**src/hdl/assert_macros.svh**
```systemverilog
// ----------------------------------------------------------------------------
// assert_macros.svh
// Concurrent assertion shorthands used by the NMS core.
// ----------------------------------------------------------------------------
`ifndef ASSERT_MACROS_SVH
`define ASSERT_MACROS_SVH

// Property checked on every rising edge, off while reset is asserted.
`define ASSERT_PROP(label, clk, rst_n, prop, msg) \
    label: assert property (@(posedge clk) disable iff (!rst_n) prop) \
        else $error(msg);

// Condition that must never be true.
`define ASSERT_NEVER(label, clk, rst_n, expr, msg) \
    `ASSERT_PROP(label, clk, rst_n, !(expr), msg)

`endif

```
**src/hdl/gnms_pkg.sv**
```systemverilog
`timescale 1ns / 1ps
// ----------------------------------------------------------------------------
// gnms_pkg
// Shared widths, codes, direction binning and the pipeline item type.
// ----------------------------------------------------------------------------
package gnms_pkg;

    localparam int MAX_WIDTH_DEF = 4096;
    localparam int MAX_HEIGHT    = 4096;
    localparam int DIM_RESET     = 4096;
    localparam int DIM_W         = 13;
    localparam int ROW_W         = 12;
    localparam int MAG_W         = 16;
    localparam int ANGLE_W       = 13;
    localparam int BIN_W         = 2;
    localparam int WORD_W        = MAG_W + BIN_W;
    localparam int FIFO_DEPTH    = 4;

    // register indexes (paddr[2])
    localparam logic REG_WIDTH  = 1'b0;
    localparam logic REG_HEIGHT = 1'b1;

    // input kind on tuser
    localparam logic ACT_PIXEL = 1'b0;
    localparam logic ACT_FLUSH = 1'b1;

    // direction bins
    localparam logic [BIN_W-1:0] DIR_VERT      = 2'd0;
    localparam logic [BIN_W-1:0] DIR_DIAG_MAIN = 2'd1;
    localparam logic [BIN_W-1:0] DIR_HORZ      = 2'd2;
    localparam logic [BIN_W-1:0] DIR_DIAG_ANTI = 2'd3;

    // angles in 1/16 degree
    localparam logic [ANGLE_W-1:0] ANG_180   = 13'd2880;
    localparam logic [ANGLE_W-1:0] ANG_360   = 13'd5760;
    localparam logic [ANGLE_W-1:0] ANG_22_5  = 13'd360;
    localparam logic [ANGLE_W-1:0] ANG_67_5  = 13'd1080;
    localparam logic [ANGLE_W-1:0] ANG_112_5 = 13'd1800;
    localparam logic [ANGLE_W-1:0] ANG_157_5 = 13'd2520;

    typedef struct packed {
        logic              valid;
        logic              emit;
        logic              last;
        logic              up;
        logic              down;
        logic              left;
        logic              right;
        logic [WORD_W-1:0] word;
    } item_t;

    function automatic logic [BIN_W-1:0] angle_bin(input logic [ANGLE_W-1:0] a);
        logic [ANGLE_W-1:0] f;
        logic [BIN_W-1:0]   b;
        if (a >= ANG_360)
        begin
            f = a - ANG_360;
        end
        else if (a >= ANG_180)
        begin
            f = a - ANG_180;
        end
        else
        begin
            f = a;
        end
        if (f <= ANG_22_5 || f > ANG_157_5)
        begin
            b = DIR_VERT;
        end
        else if (f <= ANG_67_5)
        begin
            b = DIR_DIAG_MAIN;
        end
        else if (f <= ANG_112_5)
        begin
            b = DIR_HORZ;
        end
        else
        begin
            b = DIR_DIAG_ANTI;
        end
        return b;
    endfunction

endpackage

```
**src/hdl/gnms_out_fifo.sv**
```systemverilog
`timescale 1ns / 1ps
// ----------------------------------------------------------------------------
// gnms_out_fifo
// Result queue with credit count covering results still in the pipeline.
// ----------------------------------------------------------------------------
module gnms_out_fifo (
    input  logic                       clk,
    input  logic                       rst_n,
    input  logic                       reserve,
    input  logic                       push,
    input  logic [gnms_pkg::MAG_W-1:0] push_mag,
    input  logic                       push_last,
    output logic                       in_ready,
    output logic                       out_valid,
    input  logic                       out_ready,
    output logic [gnms_pkg::MAG_W-1:0] out_mag,
    output logic                       out_last
);

    localparam int DEPTH = gnms_pkg::FIFO_DEPTH;
    localparam int PW    = $clog2(DEPTH);
    localparam int CNT_W = $clog2(DEPTH + 1);
    localparam int EW    = gnms_pkg::MAG_W + 1;

    logic [EW-1:0]    data_reg [DEPTH];
    logic [PW-1:0]    wr_ptr_reg;
    logic [PW-1:0]    rd_ptr_reg;
    logic [CNT_W-1:0] count_reg;
    logic [CNT_W-1:0] credit_reg;
    logic             pop;

    function automatic logic [PW-1:0] inc_ptr(input logic [PW-1:0] a);
        logic [PW-1:0] r;
        if (a == PW'(DEPTH - 1))
        begin
            r = '0;
        end
        else
        begin
            r = a + PW'(1);
        end
        return r;
    endfunction

    assign out_valid = (count_reg != '0);
    assign pop       = out_valid && out_ready;
    assign in_ready  = (credit_reg != CNT_W'(DEPTH));
    assign out_mag   = data_reg[rd_ptr_reg][gnms_pkg::MAG_W-1:0];
    assign out_last  = data_reg[rd_ptr_reg][EW-1];

    always_ff @(posedge clk)
    begin
        if (push)
        begin
            data_reg[wr_ptr_reg] <= {push_last, push_mag};
        end
    end

    always_ff @(posedge clk or negedge rst_n)
    begin
        if (!rst_n)
        begin
            wr_ptr_reg <= '0;
            rd_ptr_reg <= '0;
            count_reg  <= '0;
            credit_reg <= '0;
        end
        else
        begin
            if (push)
            begin
                wr_ptr_reg <= inc_ptr(wr_ptr_reg);
            end
            if (pop)
            begin
                rd_ptr_reg <= inc_ptr(rd_ptr_reg);
            end
            count_reg  <= count_reg + CNT_W'(push) - CNT_W'(pop);
            credit_reg <= credit_reg + CNT_W'(reserve) - CNT_W'(pop);
        end
    end

endmodule

```
**config.mk**
```make
export PLATFORM = sky130hd
export DESIGN_NAME = gnms_out_fifo
export DESIGN_NICKNAME = d
export VERILOG_FILES = /design/src/hdl/assert_macros.svh /design/src/hdl/gnms_pkg.sv /design/src/hdl/gnms_out_fifo.sv
export SDC_FILE = /design/constraint.sdc
export NUM_CORES = 1
export LEC_CHECK = 0
export ABC_AREA = 1
export BUFFER_PORTS_ARGS = -buffer_cell sky130_fd_sc_hd__buf_4
export CAP_MARGIN = 25
export CORE_ASPECT_RATIO = 1.2
export CORE_MARGIN = 8
export CORE_UTILIZATION = 45
export DETAILED_ROUTE_END_ITERATION = 10
export RECOVER_POWER = 50
export SLEW_MARGIN = 20
export SYNTH_ARGS = -nofsm -noshare
export SYNTH_HDL_FRONTEND = slang
export SYNTH_SLANG_ARGS = --single-unit
```
**constraint.sdc**
```tcl
create_clock -name clk -period 4.7 [get_ports clk]
set_clock_uncertainty 0.2 [all_clocks]
set_input_delay 0 -clock clk [delete_from_list [all_inputs] [get_ports clk]]
set_output_delay 0 -clock clk [all_outputs]
set_load 0.01 [all_outputs]
```
# After elaboration in Yosys (flattened, before gate mapping)
# Memory sizes are Yosys's and may differ from the RTL's.
# Cells that the tools add are included.
# word_totals
ff_bits	10
ram_bits	68
input_bits	22
out_inout_bits	19
word_cells	20
memories	1
# mem_list
name	depth	word_bits	rd	rd_ports_with_merged_regs	wr	line	text
data_reg	4	17	1	0	1	gnms_out_fifo.sv:25	logic [EW-1:0] data_reg [DEPTH];
# op_classes
add_sub_neg	6
n_eq_ne	3
n_mux	4
n_reduce_logical	2
# ops
cell	n
$add 3x1->3	2
$sub 3x1->3	2
$add 2x1->2 const B	2
$eq 2x2->1 const B	2
$mux 2	2
$ne 3x3->1 const B	1
$reduce_bool 3->1	1
$mux 1	2
$logic_and 1x1->1	1

# Logic depth before layout (Yosys ltp)
# Gate-level depths: netlist (run 1).
# logic_depth
depth_word	3
ltp_mapped	11
depth_no_buf	11

# Least setup slack after synthesis (run 1)
# Ideal clock, no wire load.
# synth_path
path_kind	reg2reg
startpoint	register count_reg[1]
endpoint	register count_reg[2]
setup_time_ns	0.116
arrival_ns	1.893
required_ns	4.384
path_slack_ns	2.491
stages_incl_launch_ff	12
path_buffers	0
period_less_slack_ns	2.209
cell_sequence	dfrtp_1 -> nor2_1 -> nand2_1 -> nand2_1 -> inv_1 -> ha_1 -> inv_1 -> ha_1 -> fa_1 -> xor2_1 -> nand2_1 -> nand2_1
# synth_between
elab_chain_cells	3
word_cells_on_any_way	4
classes_between	2 x add/sub; 2 x reduce/logical
# synth_rtl
element	line	text
start, declared	gnms_out_fifo.sv:28	logic [CNT_W-1:0] count_reg;
start signal, assigned	gnms_out_fifo.sv:78	count_reg <= count_reg + CNT_W'(push) - CNT_W'(pop);
$reduce_bool 3->1	gnms_out_fifo.sv:45	assign out_valid = (count_reg != '0);
via out_valid	gnms_out_fifo.sv:14	output logic out_valid,
$logic_and 1x1->1	gnms_out_fifo.sv:46	assign pop = out_valid && out_ready;
via pop	gnms_out_fifo.sv:30	logic pop;
$sub 3x1->3	gnms_out_fifo.sv:78	
# The timed path passes the listed nets, and every way through them passes these cells.
# A chain may end at the register's enable or synchronous reset.

# Worst setup path in the final report (run 1)
# layout_path
startpoint	register count_reg[1]
endpoint	register count_reg[2]
# layout_between
elab_chain_cells	3
word_cells_on_any_way	4
classes_between	2 x add/sub; 2 x reduce/logical
# layout_rtl
element	line
$reduce_bool 3->1	gnms_out_fifo.sv:45
$logic_and 1x1->1	gnms_out_fifo.sv:46
via pop	gnms_out_fifo.sv:30
$sub 3x1->3	gnms_out_fifo.sv:78
# The timed path passes the listed nets, and every way through them passes these cells.

==> results of run 1 <==
-- worst max-delay path, cell delays in order, from the launching register on --
cell and delay, ps:
dfrtp_1 430, nor2_1 110, nand2_1 100, nand2_1 120, inv_1 70, ha_1 270
inv_1 40, ha_1 190, fa_1 420, xor2_1 160, nand2_1 60, nand2_1 50
-- per-stage QoR --
stage | setup WS, ps | std cells | utilization, %
floorplan | 2491 | 268 | -
global placement | 2466 | 390 | 49.58
detailed placement | 2416 | 390 | 49.58
CTS | 2391 | 428 | 55.03
global route | 2150 | 428 | 54.09
finish | 2389 | 428 | 54.09
-- placed cells by master, fill, tap and decap left out, types with 3 or more instances in the layout --
cell,Yosys,final
o211ai_2,16,16
clkbuf_1,0,20
ha_1,9,9
dlygate4sd3_1,0,22
o211ai_1,18,18
buf_4,0,21
clkbuf_8,0,9
inv_1,51,51
edfxtp_1,68,68
dfrtp_1,10,9
nand3_1,3,3
nand2_1,71,71
-- where the power goes --
group | total, mW | switching (mW) | internal [mW]
registers | 0.998 | 0.0898 | 0.908
clock network | 0.476 | 0.232 | 0.243
logic | 0.868 | 0.507 | 0.361
total | 2.34 | 0.830 | 1.51
-- kinds of logic after synthesis --
group	count (synthesis)	synth area share (%)
buffers and inverters	63	9.534
AOI/OAI and AO/OA	36	10.04
xor gates and xnor gates	2	0.5096
DFF	78	66.67
and+or+nand+nor	78	8.807
adders and majority gates	11	4.440
-- cells in the mapped netlist, drive strengths merged --
master	number
nand3b	1
inv	52
edfxtp	68
xor2	1
nand3	3
nor2	3
ha	9
xnor2	1
nand2	71
o21ai	2
o211ai	34
dfrtp	10
buf	11
fa	2
-- routing by layer --
metal,part of all wire [%],track usage (%),vias up
li1,-,-,1023
met1,42,13.76,974
met2,52,21.49,26
met3,3.4,3.432,9
met4,2.1,6.166,0
met5,0,0,-
-- cell type report --
| type | instances | area, sq um | area share [%] |
|---|---|---|---|
| Timing Repair Buffer | 63 | 456.7 | 11.21 |
| Tap cell | 92 | 115.1 | 2.826 |
| Clock inverter | 6 | 62.56 | 1.536 |
| Inverter | 52 | 200.2 | 4.914 |
| Clock buffer | 10 | 127.6 | 3.133 |
| Sequential cell | 78 | 2293 | 56.30 |
| Multi-Input combinational cell | 127 | 818.3 | 20.09 |
-- worst min path at each step --
| stage | to | slack (ps) | depth (start not counted) |
|---|---|---|---|
| 3_5_place_dp | credit_reg[2]$_DFF_PN0_ | -360 | 1 |
| 6_report | data_reg[0][13]$_DFFE_PP_ | 250 | 2 |
| 5_1_grt | credit_reg[0]$_DFF_PN0_ | 250 | 3 |
| 2_1_floorplan | count_reg[0]$_DFF_PN0_ | -500 | 0 |
| 3_3_place_gp | credit_reg[2]$_DFF_PN0_ | -360 | 1 |
| 4_1_cts | data_reg[3][1]$_DFFE_PP_ | 180 | 2 |
-- repair_timing --
| action | 4_1_cts | 5_1_grt |
|---|---|---|
| endpoints found under the hold margin | 87 | 0 |
| resized for setup | 0 | 0 |
| endpoints found under the setup margin | 0 | 0 |
| hold buffers | 22 | 0 |
==> metrics.md, run 1 <==
| Metric | Value |
|---|---|
| VDD IR max | 0.0003673 V |
| Kind of critical path | reg2reg |
| Gate Count Post-Synth | 268 |
| Share of cells above drive strength 1 | 16.37% |
| Pwr Total | 2.341 mW |
| HP Class | in2reg |
| Endpoints failing setup | 0 |
| Fin crit period | 2311 ps |
| WP data required | 4730 ps |
| PD cells | 574.7 nW/um^2 |
| Area contributors post-synth | edfxtp_1 59%, nand2_1 7.8%, dfrtp_1 7.3% |
| Seq/Total Area, Yosys | 66.67% |
| Vias | 2032 |
| Vias in the first global route | 2087 |
| I/O pin total | 41 |
| Diodes inserted | 0 |
| Cell accounting for the most synthesized area | edfxtp_1 |
| Drt first pass iters | 3 |
| Tcrit/Tclk final | 49.16% |
| DRC viols | 0 |
| Die ar. | 10710 sq um |
| Drt initial violations | 103 |
| Status | finished clean |
| R2R cell count | 11 |
| Hold_sp | push_mag[13] |
| Worst Path Arrival | 2350 ps |
| Slew margin rel. | 31.03% |
| GP Congestion | 0.6950 |
| Final HPWL DP | 3.665 mm |
| Tightest Pin Transition | 1035 ps |
| Fin area | 4074 sq um |
| RSZ-0062 raised after global routing | false |
| Num CTS Buffers | 9 |
| Crit start category | flip-flop |
| Initial antenna violation count | 0 |
| CTS Sinks | 78 |
| Placed cell areas | 3735 sq um |
| Final Hold Viols | 0 |
| Die Wd | 95.80 um |
| CTS tree | built |
| Final Net Count | 364 |
| DR WL/cell | 14.16 um |
| Postcts setup bufs | 0 |
| Number of flip-flops in the largest register | 68 |
| Final wirelength | 6.059 mm |
| LEAKAGE | 1.700 nW |
| Deepest clock path buffer count | 2 |
| Root Buffer | clkbuf_8 |
| First-pass GRT wire length | 10.07 mm |
| Syn. warnings | 0 |
| Number of vias per cell | 4.748 |
| Number of port buffers | 40 |
| Post-Syn Area per Cell | 12.83 sq um |
| Layout area overhead | 18.49% |
| Yosys reg bits | 78 |
| Syn nets | 301 |
| Reg2reg end | count_reg[2]$_DFF_PN0_ |
| Crit path capture type | flip-flop |
| Starting density of the core | 45.65% |
| Number of max-cap violations | 0 |
| Later-pin clock latency in the skew report | 340 ps |
| Flop-to-flop setup slack | 2390 ps |
| Setup TNS Final | 0 ps |
| Critical Path Source | count_reg[1]$_DFF_PN0_ |
| Distinct cells, synth | 18 |
| Crit-path max FO | 4 |
| GR Overflow Total | 0 |
| Max Freq | 432.8 MHz |
| Chip Height | 111.8 um |
| Largest net degree at the start of global routing | 69 |
| Routed Antenna Nets | 0 |
| R2r startpoint | count_reg[1]$_DFF_PN0_ |
| Clock Pin Slew Worst Setup and Hold Paths | 80 ps |
| Pins Over Slew Limit | 0 |
| Post-synth top area share | 59.39% |
| Area of the core | 7532 sq um |
| Core Rows | 35 |
| Mapped Area | 3438 sq um |
| Critical Path Sink | count_reg[2]$_DFF_PN0_ |
| Fill cell count | 688 |
| Hold slack | 250.2 ps |
| GR Util All Layers | 12.57% |
| H-tree depth | 3 |
Note: power is estimated with default switching activity, not from simulation.
==> run 2: changes to the inputs <==
--- a/config.mk
+++ b/config.mk
@@ -12,6 +12,7 @@
 export CORE_MARGIN = 8
 export CORE_UTILIZATION = 45
 export DETAILED_ROUTE_END_ITERATION = 10
+export PLACE_DENSITY = 0.67
 export RECOVER_POWER = 50
 export SLEW_MARGIN = 20
 export SYNTH_ARGS = -nofsm -noshare
==> constraint.sdc (replaced) <==
create_clock -name clk -period 2.1 [get_ports clk]
set_clock_uncertainty 0.2 [all_clocks]
set_input_delay 0 -clock clk [delete_from_list [all_inputs] [get_ports clk]]
set_output_delay 0 -clock clk [all_outputs]
set_load 0.01 [all_outputs]
==> run 2 against run 1 <==
  * Largest power group unchanged
  * Maximum frequency is 12% higher
  * Cell area rose by 4.9%
  * Final cell count increased by 3.0%
  * Via count rose by 2.2%
  * Largest cell class unchanged
==> metrics.md, run 2 (synthesized netlist as in run 1, its figures left out) <==
| Metric | Value |
|---|---|
| Vias in the first global route | 2089 (+0.096%) |
| R2r startpoint | count_reg[1]$_DFF_PN0_ |
| Number of flip-flops in the largest register | 68 (unchanged) |
| Flop-to-flop setup slack | 30 ps (-2360 ps) |
| GR Overflow Total | 0 (unchanged) |
| Crit path capture type | flip-flop |
| Die Wd | 95.80 um (unchanged) |
| Fin crit period | 2072 ps (-238.4 ps) |
| Num CTS Buffers | 9 (unchanged) |
| Dpl cells | 402 (+3.1%) |
| Finished Layout Cells | 441 (+3.0%) |
| Drt first pass iters | 4 (+1) |
| Tightest Pin Transition | 478.0 ps (-556.6 ps) |
| Number of port buffers | 40 (unchanged) |
| Status | finished clean |
| Layout area overhead | 24.34% |
| Starting density of the core | 45.65% (unchanged) |
| Crit-path max FO | 2 (-2) |
| Crit start category | flip-flop |
| Commonest non-fill, non-tap cells in the layout | 69 x nand2_1, 68 x edfxtp_1, 48 x inv_1, 32 x buf_4, 22 x dlygate4sd3_1 |
| VDD IR max | 0.0006982 V (+90%) |
| Worst Path Arrival | 2110 ps (-240 ps) |
| Deepest clock path buffer count | 2 (unchanged) |
| Reg2reg end | count_reg[2]$_DFF_PN0_ |
| LEAKAGE | 1.777 nW (+4.5%) |
| Commonest non-fill, non-tap cell in the layout | nand2_1 |
| Drt initial violations | 128 (+24%) |
| Final Net Count | 377 (+3.6%) |
| Final design utilization | 56.76% (+2.7 points) |
| First-pass GRT wire length | 9.722 mm (-3.4%) |
| Endpoints failing setup | 0 (unchanged) |
| I/O pin total | 41 (unchanged) |
| CTS tree | built |
| Root Buffer | clkbuf_8 |
| Chip Height | 111.8 um (unchanged) |
| DR WL/cell | 13.68 um (-3.3%) |
| Area of the core | 7532 sq um (unchanged) |
| RSZ-0062 raised after global routing | true |
| GR Util All Layers | 12.06% (-0.51 points) |
| Vias | 2076 (+2.2%) |
| Later-pin clock latency in the skew report | 340 ps (about the same) |
| Clock Pin Slew Worst Setup and Hold Paths | 80 ps (about the same) |
| Core Rows | 35 (unchanged) |
| Hold_sp | reserve |
| Number of vias per cell | 4.707 (-0.85%) |
| Final HPWL DP | 4.023 mm (+9.8%) |
| DRC viols | 0 (unchanged) |
| Largest net degree at the start of global routing | 23 (-67%) |
| Initial antenna violation count | 0 (unchanged) |
| CTS Sinks | 78 (unchanged) |
| Final wirelength | 6.034 mm (-0.41%) |
| Pwr Total | 5.463 mW (+130%) |
| Number of max-cap violations | 0 (unchanged) |
| Kind of critical path | reg2reg |
| Die ar. | 10710 sq um (unchanged) |
| Share of cells above drive strength 1 | 23.78% (+7.4 points) |
| WP data required | 2140 ps (-2590 ps) |
| H-tree depth | 3 (unchanged) |
| Tcrit/Tclk final | 98.68% (+50 points) |
| R2R cell count | 11 (unchanged) |
| Final Hold Viols | 0 (unchanged) |
| Slew margin rel. | 68.13% (+37 points) |
| HP Class | in2reg |
| Diodes inserted | 0 (unchanged) |
| Critical Path Source | count_reg[1]$_DFF_PN0_ |
| Routed Antenna Nets | 0 (unchanged) |
| GP Congestion | 0.6844 (-1.5%) |
| Max Freq | 482.6 MHz (+12%) |
| PD cells | 1278 nW/um^2 (+120%) |
| Critical Path Sink | count_reg[2]$_DFF_PN0_ |
| Pins Over Slew Limit | 0 (unchanged) |
==> run 2: cell types whose count changed in the layout (fill, tap and decap cells not counted), sizes merged <==
cell      previous run  this run
clkinv               3         4
bufinv               1         0
clkinvlp             2         1
inv                 52        54
clkbuf              30        28
buf                 21        35
==> run 2: repair_timing <==
action | CTS | global route
setup endpoints to repair | 1 | 2
endpoints found under the hold margin | 89 | 0
pin swaps | 8 | 7
gates resized for setup | 6 | 7
buffers inserted | 1 | 0
hold buffers | 22 | 0
==> run 2: layer usage <==
metal	global-route usage [%]	part of all wire, %	vias up	routed length [um]
met3	3.297	3.8	9	231
li1	-	-	1052	-
met4	5.447	1.8	0	106
met2	20.90	53	38	3225
met5	0	0	-	0
met1	13.13	41	977	2471
==> run 2: final cells by class <==
class / count / area, sq um
multi-input cells: 127 / 885.9
clock buffers: 9 / 123.9
clock inverters: 7 / 58.81
flip-flops and latches: 78 / 2293
inverters: 52 / 202.7
well taps: 92 / 115.1
fillers: 659 / 3257
repair buffers: 76 / 595.6
==> run 2: worst min-delay path by stage <==
stage,to,cells past startpoint
2_1_floorplan,count_reg[0]$_DFF_PN0_,0
3_3_place_gp,credit_reg[2]$_DFF_PN0_,1
3_5_place_dp,credit_reg[1]$_DFF_PN0_,1
4_1_cts,data_reg[1][1]$_DFFE_PP_,2
5_1_grt,credit_reg[0]$_DFF_PN0_,3
6_report,credit_reg[0]$_DFF_PN0_,3
==> run 2: power breakdown <==
part	leakage [nW]	switching, mW	internal (mW)	total (mW)
sequential	0.743	0.200	2.03	2.23
clock	0.0917	0.562	0.444	1.01
combinational	0.943	1.21	1.02	2.23
total	1.78	1.97	3.49	5.46
==> run 2: critical path: stages, from the launching register on <==
cell and delay (ps):
dfrtp_1 390, nor2_2 120, nand2_2 90, nand2_4 80, inv_4 50, ha_4 250
inv_2 40, ha_4 140, fa_2 350, xor2_1 150, nand2_1 60, nand2_1 40
==> run 2: per-stage QoR <==
stage               setup slack (ps)  hold slack, ps  instance area (sq um)  TNS, ps
floorplan                     -29.42          -495.6                   3446   -29.42
global placement               20.14          -361.9                   3870        0
detailed placement            -33.21          -360.9                   3870   -33.21
CTS                           -8.280           171.9                   4308   -8.280
global route                  -63.52           219.6                   4275   -63.52
finish                         27.80           226.1                   4275        0
==> run 3: changes to the inputs <==
==> constraint.sdc (replaced) <==
create_clock -name clk -period 2.1 [get_ports clk]
set_clock_uncertainty 0.2 [all_clocks]
set_input_delay 0.42 -clock clk [delete_from_list [all_inputs] [get_ports clk]]
set_output_delay 0.42 -clock clk [all_outputs]
set_load 0.01 [all_outputs]
==> run 3 against run 2 <==
  * Sequential power decreased by 2%
  * Combinational power grew 2%
  * Register-to-register slack about the same
  * Critical path type unchanged
  * Critical endpoint unchanged
  * Largest cell class unchanged
==> metrics.md, run 3 (synthesized netlist as in run 1, its figures left out) <==
| Metric | Value |
|---|---|
| Status | finished clean |
| Chip Height | 111.8 um (unchanged) |
| RSZ-0062 raised after global routing | true |
| Tcrit/Tclk final | 98.92% (+0.25 points) |
| Vias | 2005 (-3.4%) |
| Starting density of the core | 45.65% (unchanged) |
| Fin area | 4060 sq um (-5.0%) |
| Initial antenna violation count | 0 (unchanged) |
| Area of the core | 7532 sq um (unchanged) |
| Share of cells above drive strength 1 | 24.77% (+0.99 points) |
| CTS tree | built |
| Worst path bufs/invs | 2 (unchanged) |
| Kind of critical path | reg2reg |
| Root Buffer | clkbuf_8 |
| Die Wd | 95.80 um (unchanged) |
| Flop-to-flop setup slack | 20 ps (about the same) |
| Final wirelength | 6.022 mm (-0.20%) |
| Worst stage delay on the critical path | 400 ps (about the same) |
| GR Overflow Total | 0 (unchanged) |
| Max Freq | 481.4 MHz (-0.25%) |
| Final design utilization | 53.90% (-2.9 points) |
| GP Congestion | 0.7028 (+2.7%) |
| Fill cell count | 675 (+2.4%) |
| Setup TNS Final | 0 ps (unchanged) |
| PD cells | 1347 nW/um^2 (+5.4%) |
| Crit-path leading delay family | adder cells |
| Core Rows | 35 (unchanged) |
| Critical-path top delay cell | dfrtp_1 |
| Worst Path Arrival | 2120 ps (about the same) |
| Number of port buffers | 40 (unchanged) |
| Deepest clock path buffer count | 2 (unchanged) |
| Clock Pin Slew Worst Setup and Hold Paths | 80 ps (about the same) |
| Post-Place Setup Slack | -17.71 ps (+15.50 ps) |
| Number of max-cap violations | 0 (unchanged) |
| Num CTS Buffers | 9 (unchanged) |
| Drt initial violations | 118 (-7.8%) |
| Largest net degree at the start of global routing | 50 (+120%) |
| Routed Antenna Nets | 0 (unchanged) |
| Dpl cells | 402 (unchanged) |
| Pwr Total | 5.470 mW (+0.13%) |
| Number of flip-flops in the largest register | 68 (unchanged) |
| GR Util All Layers | 11.84% (-0.22 points) |
| Layout area overhead | 18.09% |
| DRC viols | 0 (unchanged) |
| Tightest Pin Transition | 554.6 ps (+76.53 ps) |
| Placed cell areas | 3882 sq um (+0.32%) |
| Final Net Count | 355 (-5.8%) |
| Later-pin clock latency in the skew report | 350 ps (about the same) |
| I/O pin total | 41 (unchanged) |
| Crit path capture type | flip-flop |
| Pins Over Slew Limit | 0 (unchanged) |
| DR WL/cell | 14.37 um (+5.0%) |
| Diodes inserted | 0 (unchanged) |
| Drt first pass iters | 4 (unchanged) |
| HP Class | in2reg |
| Crit-path max FO | 2 (unchanged) |
| Endpoints failing setup | 0 (unchanged) |
| Crit path cell chain | nor2_2 > nand2_2 > nand2_2 > inv_2 > ha_4 > inv_2 > ha_4 > fa_2 > xor2_1 > nand2_1 > nand2_1 |
| Commonest non-fill, non-tap cells in the layout | 69 x nand2_1, 68 x edfxtp_1, 49 x inv_1, 28 x buf_4 |
| Final worst slack | 22.65 ps (-5.153 ps) |
| CTS Sinks | 78 (unchanged) |
| Final HPWL DP | 4.087 mm (+1.6%) |
| Final Hold Viols | 0 (unchanged) |
| Commonest non-fill, non-tap cell in the layout | nand2_1 |
| Die ar. | 10710 sq um (unchanged) |
| Fin crit period | 2077 ps (+5.152 ps) |
| Number of vias per cell | 4.785 (+1.7%) |
| Slew margin rel. | 63.03% (-5.1 points) |
| H-tree depth | 3 (unchanged) |
| First-pass GRT wire length | 9.397 mm (-3.3%) |
| Vias in the first global route | 1975 (-5.5%) |
| LEAKAGE | 1.697 nW (-4.5%) |
| Hold slack | 98.06 ps (-128.0 ps) |
| VDD IR max | 0.0006065 V (-13%) |
| Crit start category | flip-flop |
| WP data required | 2150 ps (about the same) |
| Finished Layout Cells | 419 (-5.0%) |
| Postcts setup bufs | 0 (-1) |
-- run 3: per-layer routing --
metal	up-vias	GRT usage (%)	routed length (um)
li1	1003	-	-
met5	-	0	0
met1	967	12.88	2448
met3	8	3.432	249
met2	27	20.03	3200
met4	0	6.166	124
-- run 3: final timing paths --
check                                   startpoint                         to  depth (start not counted)
min                                        reserve    credit_reg[0]$_DFF_PN0_                          2
max in group asynchronous                    rst_n  rd_ptr_reg[1]$_DFFE_PN0P_                          2
max                         count_reg[2]$_DFF_PN0_     count_reg[2]$_DFF_PN0_                         11
min reg2reg                credit_reg[1]$_DFF_PN0_    credit_reg[2]$_DFF_PN0_                          3
max reg2reg                 count_reg[2]$_DFF_PN0_     count_reg[2]$_DFF_PN0_                         11
min in group asynchronous                    rst_n    credit_reg[2]$_DFF_PN0_                          2
-- run 3: worst register-to-register path, delay by kind of cell (launching register included) --
family	cells	cell delay, ps
and+or+nand+nor	5	370
xor gates and xnor gates	1	160
DFF	1	400
buffers and inverters	2	80
adders and majority gates	3	760
-- run 3: area by class of cell --
type                    count  area, sq um  share of cell area [%]
inverters                  52        202.7                   4.992
clock buffers               9        123.9                   3.051
flip-flops and latches     78         2295                   56.52
multi-input cells         127        863.3                   21.26
clock inverters             7        58.81                   1.448
well taps                  92        115.1                   2.835
repair buffers             54        401.6                   9.892
-- run 3: report_power, final --
part | switching (mW) | internal [mW]
sequential | 0.151 | 2.03
clock | 0.566 | 0.444
combinational | 1.26 | 1.02
total | 1.98 | 3.49
-- run 3: repair_timing --
action | in CTS | in global routing
gates cloned | 0 | 0
setup endpoints to repair | 18 | 12
hold buffers | 1 | 0
pin swaps | 3 | 2
endpoints found under the hold margin | 10 | 0
resized for setup | 6 | 7
